===== config.mk =====
export PLATFORM = sky130hd
export DESIGN_NAME = ptfl_ram
export DESIGN_NICKNAME = d
export VERILOG_FILES = /design/src/sv/ptfl_ram.sv
export SDC_FILE = /design/constraint.sdc
export NUM_CORES = 1
export LEC_CHECK = 0
export ABC_AREA = 0
export BUFFER_PORTS_ARGS = -buffer_cell sky130_fd_sc_hd__buf_2
export CAP_MARGIN = 40
export CORE_MARGIN = 2
export CORE_UTILIZATION = 30
export DETAILED_ROUTE_END_ITERATION = 10
export GPL_ROUTABILITY_DRIVEN = 1
export PLACE_DENSITY = 0.57
export SLEW_MARGIN = 25
export SYNTH_ARGS = -nofsm -noshare
export SYNTH_HDL_FRONTEND = slang
export SYNTH_SLANG_ARGS = --single-unit
export TNS_END_PERCENT = 5

===== constraint.sdc =====
create_clock -name clk -period 2.2 [get_ports clk]
set_input_delay 0.11 -clock clk [delete_from_list [all_inputs] [get_ports clk]]
set_output_delay 0.11 -clock clk [all_outputs]
set_load 0.01 [all_outputs]

===== src/sv/ptfl_ram.sv =====
// Generic single-port RAM with registered read data.
module ptfl_ram #(
	parameter int WIDTH = 8,
	parameter int DEPTH = 16
) (
	input  logic                     clk,
	input  logic                     we,
	input  logic [$clog2(DEPTH)-1:0] addr,
	input  logic [WIDTH-1:0]         wdata,
	output logic [WIDTH-1:0]         rdata
);
	logic [WIDTH-1:0] mem_q [DEPTH];

	always_ff @(posedge clk) begin
		if (we) begin
			mem_q[addr] <= wdata;
		end
		rdata <= mem_q[addr];
	end
endmodule


==> results.md <==
- Num rows: 47
- Seq cells post-synth: 136
- Clock Power Share: 0.456
- Initial core utilization: 0.307
- Worst-Skew Late Latency: 420 ps
- Setup Fix Bufs, Post-CTS: 0
- Cell Area, Synth: 5070 µm²
- Core area: 16,500 µm²
- Commonest non-fill, non-tap cell in the layout: edfxtp_1
- WHS Path Cells: 1
- Net switching fraction of the power: 0.205
- Logic pwr share: 0.049
- Max-slew violations: 0
- Total Power: 5.88 mW
- Syn-to-layout area delta: 21.8%
- Die area: 17,900 µm²
- WL final: 10,200 µm
- Reg2reg start: mem_q[3][7]$_DFFE_PP_
- Share of layout cells above drive strength 1: 0.366
- Final Non-Filler Cells: 518
- Drt first pass iters: 4
- Root buffer cell: clkbuf_16
- First-pass GRT wire length: 16,000 µm
- # port buffers: 21
- NumNets Final: 299
- Commonest cells after routing, fill and taps aside: 128 x edfxtp_1, 32 x mux4_2, 24 x buf_4, 21 x buf_2, 17 x clkbuf_16
- Antenna Cells: 0
- Placed instance area: 5610 µm²
- Post-Syn Instances: 230
- H-tree depth: 4
- Critical Path RT: 2500 ps
- Status: completed
- Crit Path Category: reg -> reg
- Routability cong.: 0.746
- Crit path DAT: 1710 ps
- Register area share after synthesis: 0.790
- R2R setup slack: 790 ps
- Pint: 4.67 mW
- Total number of vias: 2,404
- Initial DRC Count: 245
- Mapped Nets: 244
- Layout fillers: 1,510
- CP startpoint kind: flop
- Hold endpoint: mem_q[11][5]$_DFFE_PP_
- Overflow after GRT: 0
- Final Cycle Share: 0.643
- Net Sw Power: 1.21 mW
- CP Capture Type: flop
- Drt wl/cell: 19.6 µm
- Hold buffer count at CTS: 0
- Final hold viol count: 0
- Post-route ant nets: 0
- Detail Placement HPWL: 6790 µm
- Worst-Margin Slew: 575 ps
- Ys Warns: 0
- Post-CTS sizing: 0
- R2R depth: 3
- Reg-to-Reg End: rdata[7]$_DFF_P_
- Final setup fails: 0
- Distinct cell type count after synthesis: 18
- CTS Buffer Depth: 2
- Syn_area_per_cell: 22.0 µm²
- Setup TNS: 0 ps
- Boundary Pins: 22
- CTS Buf Count: 17
- Initial antenna violation count: 0
- Hold Path Class: in -> reg
- CTS tree: built
- Clock Sinks: 136
- Fin crit period: 1410 ps
- Peak supply drop: 0.000559 V
- Crit path max fanout: 1
- Design Area, Final: 6170 µm²
- GRT Total Usage: 0.125
- Clock-pin slew on the worst setup and hold paths: 60 ps
- Die Ht: 134 µm
- Sequential Power Share: 0.495
- PD cells: 953 nW/µm²
- Max Cap Viol: 0
- Max-slew headroom: 0.616
- Clock skew: 7.80 ps
- RSZ-0062 raised after global routing: no
- Placed instance count: 486
- Number of global-route vias before repair: 2,580
- DRC errors left: 0
- Die Width: 134 µm
- Leak pwr: 2.04 nW
- Hold Path Origin: wdata[5]
- Maximum clock frequency: 707 MHz
- Vias per inst: 4.64
- Largest net degree at the start of global routing: 19
-- critical path, stage by stage, from the launching register on --
cell and delay, ps:
edfxtp_1 360, mux4_2 470, a22oi_1 360, nand2_1 100
-- cell families (layout without fill, tap and decap cells) --
| group | Yosys count | after routing | share of synthesized area |
|---|---|---|---|
| buffers and inverters | 11 | 79 | 0.0119 |
| AO/OA/AOI/OAI | 16 | 16 | 0.0237 |
| flip-flops | 136 | 136 | 0.790 |
| multiplexers | 32 | 32 | 0.142 |
| AND/OR/NAND/NOR | 35 | 35 | 0.0321 |
-- worst max path at each step --
| stage | startpoint | endpoint | slack (ps) | depth (start not counted) |
|---|---|---|---|---|
| floorplan | addr[2] | mem_q[0][0]$_DFFE_PP_ | 600 | 2 |
| global placement | addr[0] | rdata[1]$_DFF_P_ | 480 | 5 |
| detailed placement | addr[0] | rdata[7]$_DFF_P_ | 460 | 5 |
| CTS | mem_q[2][1]$_DFFE_PP_ | rdata[1]$_DFF_P_ | 830 | 3 |
| global route | mem_q[7][1]$_DFFE_PP_ | rdata[1]$_DFF_P_ | 760 | 3 |
| finish | mem_q[3][7]$_DFFE_PP_ | rdata[7]$_DFF_P_ | 790 | 3 |
-- metrics by stage --
step	hold WS (ps)	util	setup WS [ps]
after global placement	507	0.339	476
final	87.7	0.373	786
after floorplan	209	-	597
after CTS	78.3	0.373	829
after global routing	80.5	0.373	756
after detailed placement	508	0.339	458
-- final cells by class --
class | instances | area, µm² | area share
clock inverter | 13 | 130 | 0.0211
clock buffer | 19 | 433 | 0.0702
tap | 220 | 275 | 0.0446
timing repair buffer | 47 | 325 | 0.0527
multi-input combinational | 83 | 1000 | 0.163
sequential | 136 | 4000 | 0.649
-- Yosys cell counts --
master | count | area share
a22oi_1 | 16 | 0.024
and2_1 | 1 | 0.0012
buf_1 | 4 | 0.0030
buf_2 | 2 | 0.0020
buf_6 | 2 | 0.0044
clkbuf_1 | 2 | 0.0015
clkbuf_2 | 1 | 0.00099
dfxtp_1 | 8 | 0.032
edfxtp_1 | 128 | 0.76
mux4_2 | 32 | 0.14
nand2_1 | 9 | 0.0067
nand2b_1 | 2 | 0.0025
nand3_1 | 1 | 0.00099
nand3b_1 | 2 | 0.0030
nor2_1 | 13 | 0.0096
nor2b_1 | 2 | 0.0025
nor3_1 | 4 | 0.0040
or3b_2 | 1 | 0.0017
-- registers in the layout, indices dropped and copies added, names as in the netlist --
register	cells
mem_q	128
rdata	8
-- per-layer routing --
layer	part of all wire	global-route usage	up-vias
met5	0	0	-
met4	0.010	0.0384	0
met3	0.051	0.0461	9
met2	0.48	0.187	65
met1	0.46	0.173	1258
li1	-	-	1072
-- power groups by stage --
stage	sequential [mW]	clock, mW	combinational [mW]
3_5_place_dp	2.97	0	0.293
4_1_cts	2.92	2.72	0.293
2_1_floorplan	2.97	0	0.149
5_1_grt	2.92	2.87	0.314
6_report	2.91	2.68	0.286
3_3_place_gp	2.97	0	0.287
No activity file was read; power rests on OpenSTA's default activity.
